[src/hdl/heading_pid_with_wrap_core_defines.svh]
// Assertion macros shared by the heading PID core.
`ifndef HEADING_PID_WITH_WRAP_CORE_DEFINES_SVH
`define HEADING_PID_WITH_WRAP_CORE_DEFINES_SVH

`ifndef ASSERT_OFF
`define HPW_ASSERT(label, clk, rst, prop, msg) \
   label: assert property (@(posedge clk) disable iff (rst) (prop)) else $error(msg);
`define HPW_ASSERT_NEXT(label, clk, rst, ante, cons, msg) \
   label: assert property (@(posedge clk) disable iff (rst) (ante) |=> (cons)) else $error(msg);
`else
`define HPW_ASSERT(label, clk, rst, prop, msg)
`define HPW_ASSERT_NEXT(label, clk, rst, ante, cons, msg)
`endif

`endif

[src/hdl/hpw_pkg.sv]
`timescale 1ns / 1ps

package hpw_pkg;

   localparam int ANGLE_W = 9;
   localparam int DELTA_W = ANGLE_W + 1;
   localparam int ERR_W   = 11;
   localparam int WIDE_W  = ERR_W + 1;
   localparam int DIFF_W  = ERR_W + 1;
   localparam int SUM_W   = 24;
   localparam int GAIN_W  = 16;
   localparam int LIM_W   = 15;
   localparam int CMD_W   = 16;
   localparam int P_W     = GAIN_W + ERR_W;
   localparam int I_W     = GAIN_W + SUM_W;
   localparam int D_W     = GAIN_W + DIFF_W;
   localparam int ACC_W   = I_W + 2;
   localparam int CSR_AW  = 4;
   localparam int CSR_DW  = 32;

   localparam logic signed [DELTA_W-1:0] WRAP_POS  = 10'sd180;
   localparam logic signed [DELTA_W-1:0] WRAP_NEG  = -10'sd180;
   localparam logic signed [WIDE_W-1:0]  WRAP_SPAN = 12'sd360;

   localparam logic signed [SUM_W-1:0] SUM_MAX = 24'sh7FFFFF;
   localparam logic signed [SUM_W-1:0] SUM_MIN = 24'sh800000;

   localparam logic signed [GAIN_W-1:0] PROP_GAIN_RST  = 16'sd90;
   localparam logic signed [GAIN_W-1:0] INT_GAIN_RST   = 16'sd0;
   localparam logic signed [GAIN_W-1:0] DERIV_GAIN_RST = 16'sd384;
   localparam logic [LIM_W-1:0]         LIMIT_RST      = 15'd2560;

   typedef enum logic [1:0] {
      REG_PROP_GAIN,
      REG_INT_GAIN,
      REG_DERIV_GAIN,
      REG_OUTPUT_LIMIT
   } reg_index_type;

   typedef struct packed {
      logic signed [GAIN_W-1:0] prop_gain;
      logic signed [GAIN_W-1:0] int_gain;
      logic signed [GAIN_W-1:0] deriv_gain;
      logic [LIM_W-1:0]         output_limit;
   } cfg_type;

   typedef struct packed {
      logic signed [ERR_W-1:0]  err;
      logic signed [SUM_W-1:0]  sum;
      logic signed [DIFF_W-1:0] diff;
   } track_type;

   typedef struct packed {
      logic signed [P_W-1:0] p_term;
      logic signed [I_W-1:0] i_term;
      logic signed [D_W-1:0] d_term;
   } prod_type;

endpackage

[src/hdl/hpw_if.sv]
`timescale 1ns / 1ps

interface hpw_req_if;
   logic                                 valid;
   logic                                 ready;
   logic signed [hpw_pkg::ANGLE_W-1:0]   measured_angle;
   logic signed [hpw_pkg::ANGLE_W-1:0]   target_angle;

   modport source (output valid, measured_angle, target_angle, input ready);
   modport sink (input valid, measured_angle, target_angle, output ready);
endinterface

interface hpw_rsp_if;
   logic                               valid;
   logic                               ready;
   logic signed [hpw_pkg::CMD_W-1:0]   drive_command;
   logic                               clamped;

   modport source (output valid, drive_command, clamped, input ready);
   modport sink (input valid, drive_command, clamped, output ready);
endinterface

[src/hdl/hpw_csr.sv]
`timescale 1ns / 1ps

module hpw_csr (
   input  logic                         clock,
   input  logic                         reset,
   input  logic                         csr_psel,
   input  logic                         csr_penable,
   input  logic                         csr_pwrite,
   input  logic [hpw_pkg::CSR_AW-1:0]   csr_paddr,
   input  logic [hpw_pkg::CSR_DW-1:0]   csr_pwdata,
   output logic [hpw_pkg::CSR_DW-1:0]   csr_prdata,
   output logic                         csr_pready,
   output hpw_pkg::cfg_type             cfg
);

   hpw_pkg::cfg_type       cfg_ff;
   hpw_pkg::reg_index_type sel;
   logic                   wr_en;

   assign sel        = hpw_pkg::reg_index_type'(csr_paddr[hpw_pkg::CSR_AW-1:2]);
   assign csr_pready = 1'b1;
   assign wr_en      = csr_psel && csr_penable && csr_pwrite && csr_pready;
   assign cfg        = cfg_ff;

   always_ff @(posedge clock) begin
      if (reset) begin
         cfg_ff.prop_gain    <= hpw_pkg::PROP_GAIN_RST;
         cfg_ff.int_gain     <= hpw_pkg::INT_GAIN_RST;
         cfg_ff.deriv_gain   <= hpw_pkg::DERIV_GAIN_RST;
         cfg_ff.output_limit <= hpw_pkg::LIMIT_RST;
      end else if (wr_en) begin
         case (sel)
            hpw_pkg::REG_PROP_GAIN: begin
               cfg_ff.prop_gain <= csr_pwdata[hpw_pkg::GAIN_W-1:0];
            end
            hpw_pkg::REG_INT_GAIN: begin
               cfg_ff.int_gain <= csr_pwdata[hpw_pkg::GAIN_W-1:0];
            end
            hpw_pkg::REG_DERIV_GAIN: begin
               cfg_ff.deriv_gain <= csr_pwdata[hpw_pkg::GAIN_W-1:0];
            end
            hpw_pkg::REG_OUTPUT_LIMIT: begin
               cfg_ff.output_limit <= csr_pwdata[hpw_pkg::LIM_W-1:0];
            end
            default: begin
            end
         endcase
      end
   end

   always_comb begin
      case (sel)
         hpw_pkg::REG_PROP_GAIN: begin
            csr_prdata = hpw_pkg::CSR_DW'(cfg_ff.prop_gain);
         end
         hpw_pkg::REG_INT_GAIN: begin
            csr_prdata = hpw_pkg::CSR_DW'(cfg_ff.int_gain);
         end
         hpw_pkg::REG_DERIV_GAIN: begin
            csr_prdata = hpw_pkg::CSR_DW'(cfg_ff.deriv_gain);
         end
         hpw_pkg::REG_OUTPUT_LIMIT: begin
            csr_prdata = {{(hpw_pkg::CSR_DW - hpw_pkg::LIM_W){1'b0}}, cfg_ff.output_limit};
         end
         default: begin
            csr_prdata = '0;
         end
      endcase
   end

endmodule

[src/hdl/hpw_track.sv]
`timescale 1ns / 1ps
`include "heading_pid_with_wrap_core_defines.svh"

// Input register, then angle wrap, error, saturating sum and derivative.
// The error sum and previous error update as a request leaves the input register.
module hpw_track (
   input  logic                  clock,
   input  logic                  reset,
   hpw_req_if.sink               req,
   output logic                  trk_valid,
   input  logic                  trk_ready,
   output hpw_pkg::track_type    trk
);

   logic                                   a_valid_ff;
   logic signed [hpw_pkg::ANGLE_W-1:0]     meas_ff;
   logic signed [hpw_pkg::ANGLE_W-1:0]     targ_ff;
   logic                                   a_ready;
   logic                                   a_adv;

   logic                                   b_valid_ff;
   logic                                   b_ready;
   hpw_pkg::track_type                     trk_ff;
   hpw_pkg::track_type                     trk_in;

   logic signed [hpw_pkg::SUM_W-1:0]       sum_ff;
   logic signed [hpw_pkg::SUM_W-1:0]       sum_in;
   logic signed [hpw_pkg::ERR_W-1:0]       prev_err_ff;

   logic signed [hpw_pkg::DELTA_W-1:0]     delta;
   logic signed [hpw_pkg::WIDE_W-1:0]      err_raw;
   logic signed [hpw_pkg::WIDE_W-1:0]      err_adj;
   logic                                   wrap_lo;
   logic                                   wrap_hi;
   logic signed [hpw_pkg::ERR_W-1:0]       err_in;
   logic signed [hpw_pkg::SUM_W:0]         sum_ext;

   assign b_ready   = !b_valid_ff || trk_ready;
   assign a_ready   = !a_valid_ff || b_ready;
   assign a_adv     = a_valid_ff && b_ready;
   assign req.ready = a_ready;
   assign trk_valid = b_valid_ff;
   assign trk       = trk_ff;

   always_comb begin
      delta   = $signed({meas_ff[hpw_pkg::ANGLE_W-1], meas_ff})
              - $signed({targ_ff[hpw_pkg::ANGLE_W-1], targ_ff});
      err_raw = $signed({{3{targ_ff[hpw_pkg::ANGLE_W-1]}}, targ_ff})
              - $signed({{3{meas_ff[hpw_pkg::ANGLE_W-1]}}, meas_ff});
      wrap_lo = (meas_ff <= 0) && (delta <= hpw_pkg::WRAP_NEG);
      wrap_hi = (meas_ff > 0) && (delta >= hpw_pkg::WRAP_POS);
      // Wrap shifts both angles by 180 in opposite directions: error moves by 360.
      if (wrap_lo) begin
         err_adj = err_raw - hpw_pkg::WRAP_SPAN;
      end else if (wrap_hi) begin
         err_adj = err_raw + hpw_pkg::WRAP_SPAN;
      end else begin
         err_adj = err_raw;
      end
      err_in  = err_adj[hpw_pkg::ERR_W-1:0];

      sum_ext = $signed({sum_ff[hpw_pkg::SUM_W-1], sum_ff})
              + $signed({{(hpw_pkg::SUM_W + 1 - hpw_pkg::ERR_W){err_in[hpw_pkg::ERR_W-1]}},
                         err_in});
      if (sum_ext[hpw_pkg::SUM_W] != sum_ext[hpw_pkg::SUM_W-1]) begin
         sum_in = sum_ext[hpw_pkg::SUM_W] ? hpw_pkg::SUM_MIN : hpw_pkg::SUM_MAX;
      end else begin
         sum_in = sum_ext[hpw_pkg::SUM_W-1:0];
      end

      trk_in.err  = err_in;
      trk_in.sum  = sum_in;
      trk_in.diff = $signed({err_in[hpw_pkg::ERR_W-1], err_in})
                  - $signed({prev_err_ff[hpw_pkg::ERR_W-1], prev_err_ff});
   end

   always_ff @(posedge clock) begin
      if (reset) begin
         a_valid_ff <= 1'b0;
      end else if (a_ready) begin
         a_valid_ff <= req.valid;
      end
   end

   always_ff @(posedge clock) begin
      if (a_ready && req.valid) begin
         meas_ff <= req.measured_angle;
         targ_ff <= req.target_angle;
      end
   end

   always_ff @(posedge clock) begin
      if (reset) begin
         b_valid_ff  <= 1'b0;
         sum_ff      <= '0;
         prev_err_ff <= '0;
      end else begin
         if (b_ready) begin
            b_valid_ff <= a_valid_ff;
         end
         if (a_adv) begin
            sum_ff      <= sum_in;
            prev_err_ff <= err_in;
         end
      end
   end

   always_ff @(posedge clock) begin
      if (a_adv) begin
         trk_ff <= trk_in;
      end
   end

   `HPW_ASSERT_NEXT(a_state_follows, clock, reset, a_adv,
      (prev_err_ff == trk_ff.err) && (sum_ff == trk_ff.sum),
      "error state differs from the forwarded stage")
   `HPW_ASSERT_NEXT(a_sum_holds_max, clock, reset,
      a_adv && (sum_ff == hpw_pkg::SUM_MAX) && (err_in > 0),
      sum_ff == hpw_pkg::SUM_MAX, "error sum left positive saturation")

endmodule

[src/hdl/hpw_mult.sv]
`timescale 1ns / 1ps

// Three gain multipliers in parallel, registered.
module hpw_mult (
   input  logic                  clock,
   input  logic                  reset,
   input  hpw_pkg::cfg_type      cfg,
   input  logic                  trk_valid,
   output logic                  trk_ready,
   input  hpw_pkg::track_type    trk,
   output logic                  prod_valid,
   input  logic                  prod_ready,
   output hpw_pkg::prod_type     prod
);

   logic                 c_valid_ff;
   hpw_pkg::prod_type    prod_ff;
   hpw_pkg::prod_type    prod_in;

   assign trk_ready  = !c_valid_ff || prod_ready;
   assign prod_valid = c_valid_ff;
   assign prod       = prod_ff;

   always_comb begin
      prod_in.p_term = $signed(cfg.prop_gain) * $signed(trk.err);
      prod_in.i_term = $signed(cfg.int_gain) * $signed(trk.sum);
      prod_in.d_term = $signed(cfg.deriv_gain) * $signed(trk.diff);
   end

   always_ff @(posedge clock) begin
      if (reset) begin
         c_valid_ff <= 1'b0;
      end else if (trk_ready) begin
         c_valid_ff <= trk_valid;
      end
   end

   always_ff @(posedge clock) begin
      if (trk_ready && trk_valid) begin
         prod_ff <= prod_in;
      end
   end

endmodule

[src/hdl/hpw_clamp.sv]
`timescale 1ns / 1ps
`include "heading_pid_with_wrap_core_defines.svh"

// Sum of the three terms, symmetric clamp, output register.
module hpw_clamp (
   input  logic                  clock,
   input  logic                  reset,
   input  hpw_pkg::cfg_type      cfg,
   input  logic                  prod_valid,
   output logic                  prod_ready,
   input  hpw_pkg::prod_type     prod,
   hpw_rsp_if.source             rsp
);

   logic                                  d_valid_ff;
   logic signed [hpw_pkg::CMD_W-1:0]      cmd_ff;
   logic signed [hpw_pkg::CMD_W-1:0]      cmd_in;
   logic                                  clamped_ff;
   logic                                  clamped_in;

   logic signed [hpw_pkg::ACC_W-1:0]      acc;
   logic signed [hpw_pkg::ACC_W-1:0]      lim_pos;
   logic signed [hpw_pkg::ACC_W-1:0]      lim_neg;
   logic signed [hpw_pkg::CMD_W-1:0]      lim16;

   assign prod_ready        = !d_valid_ff || rsp.ready;
   assign rsp.valid         = d_valid_ff;
   assign rsp.drive_command = cmd_ff;
   assign rsp.clamped       = clamped_ff;

   always_comb begin
      acc = $signed({{(hpw_pkg::ACC_W - hpw_pkg::P_W){prod.p_term[hpw_pkg::P_W-1]}},
                     prod.p_term})
          + $signed({{(hpw_pkg::ACC_W - hpw_pkg::I_W){prod.i_term[hpw_pkg::I_W-1]}},
                     prod.i_term})
          + $signed({{(hpw_pkg::ACC_W - hpw_pkg::D_W){prod.d_term[hpw_pkg::D_W-1]}},
                     prod.d_term});
      lim_pos = $signed({{(hpw_pkg::ACC_W - hpw_pkg::LIM_W){1'b0}}, cfg.output_limit});
      lim_neg = -lim_pos;
      lim16   = $signed({1'b0, cfg.output_limit});
      if (acc > lim_pos) begin
         cmd_in     = lim16;
         clamped_in = 1'b1;
      end else if (acc < lim_neg) begin
         cmd_in     = -lim16;
         clamped_in = 1'b1;
      end else begin
         cmd_in     = acc[hpw_pkg::CMD_W-1:0];
         clamped_in = 1'b0;
      end
   end

   always_ff @(posedge clock) begin
      if (reset) begin
         d_valid_ff <= 1'b0;
      end else if (prod_ready) begin
         d_valid_ff <= prod_valid;
      end
   end

   always_ff @(posedge clock) begin
      if (prod_ready && prod_valid) begin
         cmd_ff     <= cmd_in;
         clamped_ff <= clamped_in;
      end
   end

   `HPW_ASSERT(a_clamp_at_limit, clock, reset,
      !(d_valid_ff && clamped_ff) || (cmd_ff == lim16) || (cmd_ff == -lim16),
      "clamped command is not at the limit")
   `HPW_ASSERT(a_free_within_limit, clock, reset,
      !(d_valid_ff && !clamped_ff) || ((cmd_ff <= lim16) && (cmd_ff >= -lim16)),
      "unclamped command lies outside the limit")

endmodule

[src/hdl/heading_pid_with_wrap_core.sv]
`timescale 1ns / 1ps

// Channel   Dir  Handshake            Payload
// req_ch    in   valid/ready          measured_angle, target_angle (deg)
// rsp_ch    out  valid/ready          drive_command (Q.8), clamped
// csr_*     in   APB write/read       prop/int/deriv gain, output_limit
//
// One request per cycle sustained while rsp_ch is not stalled; each result passes four
// register stages, input register included, from the edge that accepts its request.
// The error-sum/previous-error loop sets throughput; it closes on its own registers.
// Synchronous reset clears the pipeline and error state, loads default gains and limit.
// A stalled rsp_ch holds its result; the stages ahead keep filling until all are full.

module heading_pid_with_wrap_core (
   input  logic                         clock,
   input  logic                         reset,
   hpw_req_if.sink                      req_ch,
   hpw_rsp_if.source                    rsp_ch,
   input  logic                         csr_psel,
   input  logic                         csr_penable,
   input  logic                         csr_pwrite,
   input  logic [hpw_pkg::CSR_AW-1:0]   csr_paddr,
   input  logic [hpw_pkg::CSR_DW-1:0]   csr_pwdata,
   output logic [hpw_pkg::CSR_DW-1:0]   csr_prdata,
   output logic                         csr_pready
);

   hpw_pkg::cfg_type      cfg;
   hpw_pkg::track_type    trk;
   hpw_pkg::prod_type     prod;
   logic                  trk_valid;
   logic                  trk_ready;
   logic                  prod_valid;
   logic                  prod_ready;

   hpw_csr u_csr (
      .clock       (clock),
      .reset       (reset),
      .csr_psel    (csr_psel),
      .csr_penable (csr_penable),
      .csr_pwrite  (csr_pwrite),
      .csr_paddr   (csr_paddr),
      .csr_pwdata  (csr_pwdata),
      .csr_prdata  (csr_prdata),
      .csr_pready  (csr_pready),
      .cfg         (cfg)
   );

   hpw_track u_track (
      .clock     (clock),
      .reset     (reset),
      .req       (req_ch),
      .trk_valid (trk_valid),
      .trk_ready (trk_ready),
      .trk       (trk)
   );

   hpw_mult u_mult (
      .clock      (clock),
      .reset      (reset),
      .cfg        (cfg),
      .trk_valid  (trk_valid),
      .trk_ready  (trk_ready),
      .trk        (trk),
      .prod_valid (prod_valid),
      .prod_ready (prod_ready),
      .prod       (prod)
   );

   hpw_clamp u_clamp (
      .clock      (clock),
      .reset      (reset),
      .cfg        (cfg),
      .prod_valid (prod_valid),
      .prod_ready (prod_ready),
      .prod       (prod),
      .rsp        (rsp_ch)
   );

endmodule
[src/flat_wrapper.sv]
// flat-port wrapper written by rule: the top's interface ports become plain ports
module heading_pid_with_wrap_core_flat 
  (clock, reset, csr_psel, csr_penable, csr_pwrite, csr_paddr, csr_pwdata, csr_prdata, csr_pready, req_ch_valid, req_ch_measured_angle, req_ch_target_angle, req_ch_ready, rsp_ch_valid, rsp_ch_drive_command, rsp_ch_clamped, rsp_ch_ready);
  hpw_req_if req_ch_i ();
  hpw_rsp_if rsp_ch_i ();
  input  logic clock;
  input  logic reset;
  input  logic csr_psel;
  input  logic csr_penable;
  input  logic csr_pwrite;
  input  logic [hpw_pkg::CSR_AW-1:0] csr_paddr;
  input  logic [hpw_pkg::CSR_DW-1:0] csr_pwdata;
  output logic [hpw_pkg::CSR_DW-1:0] csr_prdata;
  output logic csr_pready;
  input wire logic [$bits(req_ch_i.valid)-1:0] req_ch_valid;
  input wire logic [$bits(req_ch_i.measured_angle)-1:0] req_ch_measured_angle;
  input wire logic [$bits(req_ch_i.target_angle)-1:0] req_ch_target_angle;
  output wire logic [$bits(req_ch_i.ready)-1:0] req_ch_ready;
  output wire logic [$bits(rsp_ch_i.valid)-1:0] rsp_ch_valid;
  output wire logic [$bits(rsp_ch_i.drive_command)-1:0] rsp_ch_drive_command;
  output wire logic [$bits(rsp_ch_i.clamped)-1:0] rsp_ch_clamped;
  input wire logic [$bits(rsp_ch_i.ready)-1:0] rsp_ch_ready;
  assign req_ch_i.valid = req_ch_valid;
  assign req_ch_i.measured_angle = req_ch_measured_angle;
  assign req_ch_i.target_angle = req_ch_target_angle;
  assign req_ch_ready = req_ch_i.ready;
  assign rsp_ch_valid = rsp_ch_i.valid;
  assign rsp_ch_drive_command = rsp_ch_i.drive_command;
  assign rsp_ch_clamped = rsp_ch_i.clamped;
  assign rsp_ch_i.ready = rsp_ch_ready;
  heading_pid_with_wrap_core u_core (.clock(clock), .reset(reset), .req_ch(req_ch_i), .rsp_ch(rsp_ch_i), .csr_psel(csr_psel), .csr_penable(csr_penable), .csr_pwrite(csr_pwrite), .csr_paddr(csr_paddr), .csr_pwdata(csr_pwdata), .csr_prdata(csr_prdata), .csr_pready(csr_pready));
endmodule
[config.mk]
export PLATFORM = sky130hd
export DESIGN_NAME = heading_pid_with_wrap_core_flat
export DESIGN_NICKNAME = d
export VERILOG_FILES = /design/src/hdl/hpw_pkg.sv /design/src/hdl/hpw_if.sv /design/src/hdl/hpw_csr.sv /design/src/hdl/hpw_track.sv /design/src/hdl/hpw_mult.sv /design/src/hdl/hpw_clamp.sv /design/src/hdl/heading_pid_with_wrap_core.sv /design/src/flat_wrapper.sv
export VERILOG_INCLUDE_DIRS = /design/src /design/src/hdl
export SDC_FILE = /design/constraint.sdc
export NUM_CORES = 2
export LEC_CHECK = 0
export ABC_CLOCK_PERIOD_IN_PS = 8520
export BUFFER_PORTS_ARGS = -buffer_cell sky130_fd_sc_hd__buf_2
export CORE_MARGIN = 3
export CORE_UTILIZATION = 60
export DETAILED_ROUTE_END_ITERATION = 7
export GPL_TIMING_DRIVEN = 0
export HOLD_SLACK_MARGIN = 0.03
export PLACE_DENSITY = 0.8
export REMOVE_ABC_BUFFERS = 1
export SYNTH_ARGS = -nofsm -noshare
export SYNTH_HDL_FRONTEND = slang
export SYNTH_SLANG_ARGS = --single-unit
export TNS_END_PERCENT = 5
[constraint.sdc]
create_clock -name clock -period 8.52 [get_ports clock]
set_input_delay 0.426 -clock clock [delete_from_list [all_inputs] [get_ports clock]]
set_output_delay 0.426 -clock clock [all_outputs]
set_load 0.01 [all_outputs]
# [Word-level counts from Yosys, hierarchy flattened]
# Cells that the tools add are included.
[word_totals] register_bits=279
[classes] n_mux=8 multipliers=3 reduce_logical=21 order_cmp=6 add_sub_neg=10 eq_ne=4
[ops] operator="$pmux W32 S4" n=1
[ops] operator="$mux W24" n=2
[ops] operator="$add A41 B28 Y42" n=1
[ops] operator="$gt A42 B16 Y1" n=1
[ops] operator="$lt A42 B42 Y1" n=1
[ops] operator="$neg A15 Y42" n=1
[ops] operator="$add A27 B40 Y41" n=1
[ops] operator="$mul A16 B24 Y40" n=1
[ops] operator="$mul A16 B12 Y28" n=1
[ops] operator="$mul A16 B11 Y27" n=1
[ops] operator="$add A24 B11 Y25" n=1
[ops] operator="$mux W11" n=2
[ops] operator="$sub A9 B9 Y10" n=2
[ops] operator="$mux W16" n=1
[ops] operator="$neg A15 Y16" n=1
[ops] operator="$mux W15" n=1
[ops] operator="$sub A11 B11 Y12" n=1
[ops] operator="$add A10 B10 Y11 const B" n=1
[ops] operator="$sub A10 B10 Y11 const B" n=1
[ops] operator="$ge A10 B9 Y1 const B" n=1
[ops] operator="$le A10 B9 Y1 const B" n=1
[ops] operator="$gt A9 B1 Y1 const B" n=1
[ops] operator="$le A9 B1 Y1 const B" n=1
[ops] operator="$logic_and A1 B1 Y1" n=8
[ops] operator="8 further kinds" n=18

# [Depth between registers and ports, before layout]
[depth] word_depth=8 mapped_depth=29 mapped_depth_nobuf=27

# [Hierarchy]
# Synthesis repeated with hierarchy kept, for this count alone.
[unflattened] cells_unflattened=4859 hier_area_um2=45909.0
[modules_own_cells] module="hpw_mult" instances=1 cells_per_inst=3165 area_each_um2=30051.3
[modules_own_cells] module="hpw_track" instances=1 cells_per_inst=658 area_each_um2=6547.5
[modules_own_cells] module="hpw_clamp" instances=1 cells_per_inst=760 area_each_um2=6194.7
[modules_own_cells] module="hpw_csr" instances=1 cells_per_inst=276 area_each_um2=3115.5

# [Worst setup path after synthesis]
# Ideal clock, no wire load.
[synth_timing] kind="reg-to-reg" start="register u_core.u_clamp.d_valid_ff (netlist: u_core.u_clamp.rsp.valid)" end="register u_core.u_mult.prod_ff, in the netlist u_core.u_mult.prod[0], enable pin" arrival_time_ns=7.405 path_buffers=0 required_time_ns=7.826 synth_period_minus_slack_ns=8.099 setup_ns=0.694 stages_incl_launch_ff=3 slack_ns=0.421 cell_sequence="dfxtp_1 -> nor2b_1 -> a21boi_0"
[synth_between] elab_chain_len=4
[synth_lines] item="from (decl)" line="hpw_clamp.sv:15" rtl="logic d_valid_ff;"
[synth_lines] item="from (signal assigned)" line="hpw_clamp.sv:57" rtl="d_valid_ff <= prod_valid;"
[synth_lines] item="$logic_not A1 Y1" line="hpw_clamp.sv:26" rtl="assign prod_ready = !d_valid_ff || rsp.ready;"
[synth_lines] item="$logic_or A1 B1 Y1" line="hpw_clamp.sv:26"
[synth_lines] item="$logic_or A1 B1 Y1" line="hpw_mult.sv:20" rtl="assign trk_ready = !c_valid_ff || prod_ready;"
[synth_lines] item="$logic_and A1 B1 Y1" line="hpw_mult.sv:39" rtl="if (trk_ready && trk_valid) begin"
[synth_lines] item="to (signal assigned)" line="hpw_mult.sv:40" rtl="prod_ff <= prod_in;"
[synth_lines] item="to (decl)" line="hpw_mult.sv:17" rtl="hpw_pkg::prod_type prod_ff;"
# Every way passes these cells.
# A chain may end at the register's enable or synchronous reset.

==> out/qor.yml <==
yosys:
  ys.flop_type: "edfxtp_1"
  synth-seq-cells: 279
  synth_area_leader_cell: "fa_1"
  yosysSeqAreaShare: 0.166
  synth_area_leaders: "fa_1 34%, edfxtp_1 12%, ha_1 10%, inv_1 7.8%, nand2_1 5.6%"
  synth_top_area_share: 0.343
  yosysMostFrequentCell: "inv_1"
  synthesis.area_um2: 44300
  synth_cell_types: 102
  ys_async_sr_fraction: 0
  synth_enable_flop_cells: 177
  synthTopCellsByCount: "916 x inv_1, 758 x fa_1, 663 x nand2_1"
  synth.avg_cell_area_um2: 9.31
  syn_inst: 4755
  yosys_warnings: 0
hold_path:
  worstHoldPathType: "in -> reg"
  hp-start: "req_ch_measured_angle[5]"
  hold_end: "u_core.u_track.meas_ff[5]$_DFFE_PP_"
  hold_depth: 1
grt:
  first_global_vias: 34894
  grt_pass1_wl_um: 181000
  antenna_found_initial: 12
  grt_max_degree: 85
  grt_overflow: 0
  track_usage: 0.293
cts:
  cts_tree: "built"
  clkSlewWorstSetupHoldPaths_ns: 0.06
  clk_latency_ns: 0.57
  cts_made_buffers: 35
  clockRootBuffer: "clkbuf_16"
  htree_levels: 2
  clock_sinks: 279
  clockBufferDepth: 3
sta:
  tightestPinTransition_ns: 1.33
  max_freq_mhz: 123
  holdWs_ns: 0.0438
  fin_crit_sh: 0.953
  worst_slack_ns: 0.403
  drv_slew: 0
  fin_skew_ns: 0.0302
  layout_min_cycle_time_ns: 8.12
  slew_headroom: 0.113
  hold_viol: 0
  setup_violations: 0
  rsz0062_at_grt: "false"
critical_path:
  cp_slowest_cell: "dfxtp_1"
  r2r_cells: 23
  path_cells: "nand2_1 -> fa_1 -> inv_1 -> fa_1 -> fa_1 -> fa_1 -> fa_1 -> inv_1 -> fa_1 -> inv_1 -> ha_1 -> and4_1 -> and3_1 -> o2111ai_1 -> nand2_1 -> a211oi_1 -> o21ai_0 -> a21oi_1 -> nor2b_1 -> o21ai_0 -> a211oi_1 -> a211oi_1 -> xnor2_1"
  worstSetupStartpointType: "flop"
  required_ns: 8.80
  arrival_ns: 8.40
  critPathMostFrequentCell: "fa_1"
  crit_path_max_fanout: 26
  critPathCaptureType: "flop"
  reg2reg_to: "u_core.u_mult.prod[67]$_DFFE_PP_"
  critPathMaxStageDelay_ns: 1.19
  worstSetupPathType: "reg -> reg"
  r2r-start: "u_core.u_csr.cfg[43]$_SDFFE_PP0P_"
  r2r_slack_ns: 0.40
detailed_routing:
  dr.first_iter.drc_count: 2713
  drcViolationCount: 0
  firstDrtPassIters: 8
  num_vias: 33170
  wl_um: 110000
  wire_per_inst_um: 19.2
  detail_route.vias_per_cell: 5.81
  final_antenna_net_count: 0
floorplanning:
  dieArea_um2: 77100
  start_util: 0.612
  die_height_um: 278
  fp.dieW_um: 278
  ioPinCount: 113
  row_count: 98
  core_area_um2: 72300
final_layout:
  n_fill_cell: 5645
  stdcell_count: 5710
  layout.nets: 5912
  final_core_util: 0.646
  drive_gt1_frac: 0.0507
  fin_area_um2: 46700
  synthToLayoutAreaGrowth_pct: 5.50
place:
  portBuffers: 93
  gp_congestion: 0.963
  hpwl_um: 86900
  placed_cell_area_um2: 45300
  placed_cells: 5621
  dp_slack_ns: 0.106
power_and_ir_drop:
  p_per_area_nw_per_um2: 201
  p_leak_uw: 0.0218
  peakVddDrop_uv: 301
status:
  outcome: "complete, no violations"
run:
  cap_violations: 0
## cell usage in the layout (no fill, tap or decap), drive strengths merged, types with 8 or more instances in the layout
cell / count
ha: 368
xnor2: 126
edfxtp: 177
o21ai: 106
o21bai: 19
clkinv: 9
nor4: 19
buf: 107
nand2b: 66
o21a: 30
inv: 920
nor2: 182
fa: 758
or2: 8
nor2b: 29
nand3: 47
and2: 302
a221oi: 8
and3: 19
dlygate4sd3: 13
mux4: 15
xor2: 43
a31oi: 12
o211ai: 9
diode: 8
a211oi: 24
nor3: 44
or3: 14
nand3b: 18
nand4: 22
mux2i: 28
and4: 11
nand2: 664
a21oi: 198
dfxtp: 102
clkbuf: 50
a21o: 75
a21boi: 8
## worst max-delay path: cells and delay by family, from the launching register on
kind	cells	cell delay [ns]
and+or+nand+nor	5	0.85
buffers and inverters	3	0.15
adders and majority gates	7	3.55
xor gates and xnor gates	1	0.12
DFF	1	1.19
AOI/OAI and AO/OA	7	1.96
## sequential cells by signal (all words and copies together), names as in the netlist
name / count
u_core.u_mult.prod_valid: 1
u_core.u_clamp.rsp.clamped: 1
u_core.u_track.sum_ff: 24
u_core.u_csr.cfg: 63
u_core.u_mult.prod: 95
u_core.u_track.trk: 47
u_core.u_track.trk_valid: 1
u_core.u_track.a_valid_ff: 1
u_core.u_track.targ_ff: 9
u_core.u_track.prev_err_ff: 11
u_core.u_track.meas_ff: 9
u_core.u_clamp.rsp.valid: 1
u_core.u_clamp.rsp.drive_command: 16
## worst max path at each step
stage                                     startpoint                                to  slack, ns  cells past startpoint
3_5_place_dp       u_core.u_csr.cfg[46]$_SDFFE_PP0P_  u_core.u_mult.prod[67]$_DFFE_PP_       0.11                     23
2_1_floorplan  u_core.u_clamp.rsp.valid$_SDFFE_PP0P_   u_core.u_mult.prod[0]$_DFFE_PP_       0.42                      2
4_1_cts            u_core.u_csr.cfg[46]$_SDFFE_PP0P_  u_core.u_mult.prod[67]$_DFFE_PP_       0.10                     23
3_3_place_gp                            rsp_ch_ready  u_core.u_mult.prod[13]$_DFFE_PP_      -2.82                      3
5_1_grt            u_core.u_csr.cfg[43]$_SDFFE_PP0P_  u_core.u_mult.prod[67]$_DFFE_PP_      0.003                     23
6_report           u_core.u_csr.cfg[43]$_SDFFE_PP0P_  u_core.u_mult.prod[67]$_DFFE_PP_       0.40                     23
## power by group
group / switching, uW / leakage (uW) / internal, uW
clock: 616 / 0.000567 / 874
sequential: 385 / 0.00250 / 1800
combinational: 3410 / 0.0188 / 2310
total: 4410 / 0.0218 / 4990
## routing by layer
metal / track usage / part of all wire / up-vias
met5: 0 / 0.00046 / -
met4: 0.103 / 0.040 / 8
met3: 0.0686 / 0.10 / 290
met2: 0.476 / 0.46 / 1453
met1: 0.388 / 0.40 / 16552
li1: - / - / 14867
## layout make-up
cell class                      instances  area (um^2)  share of cell area
Multi-Input combinational cell       3371        32700               0.700
Sequential cell                       279         7370               0.158
Inverter                              918         3450              0.0738
Tap cell                              950         1190              0.0254
Clock buffer                           50         1020              0.0219
Timing Repair Buffer                  120          840              0.0180
Clock inverter                         14          124             0.00265
Antenna cell                            8         20.0            0.000429
## logic make-up (layout without fill, tap and decap cells)
family	Yosys count	in the layout	share of synthesized area
adder cells (fa/ha/maj)	1127	1127	0.447
flip-flops	279	279	0.166
AO/OA/AOI/OAI	566	566	0.0839
buffers and inverters	1105	1102	0.0963
multiplexers	46	46	0.0147
AND/OR/NAND/NOR	1462	1462	0.159
XOR/XNOR	169	169	0.0334
other	1	9	0.0000847
## metrics by stage
step                      setup TNS, ns  power [uW]
after CTS                             0        9340
after global placement          -272.67        7620
after global routing                  0       10200
final                                 0        9400
after floorplan                       0        6290
after detailed placement              0        7800
## what timing repair did
| action | in CTS | in global routing |
|---|---|---|
| setup endpoints to repair | 0 | 3 |
| hold endpoints to repair | 13 | 0 |
| resized for setup | 0 | 9 |
| hold buffers | 13 | 0 |
| setup buffers | 0 | 3 |
(Power assumes the default switching activity.)
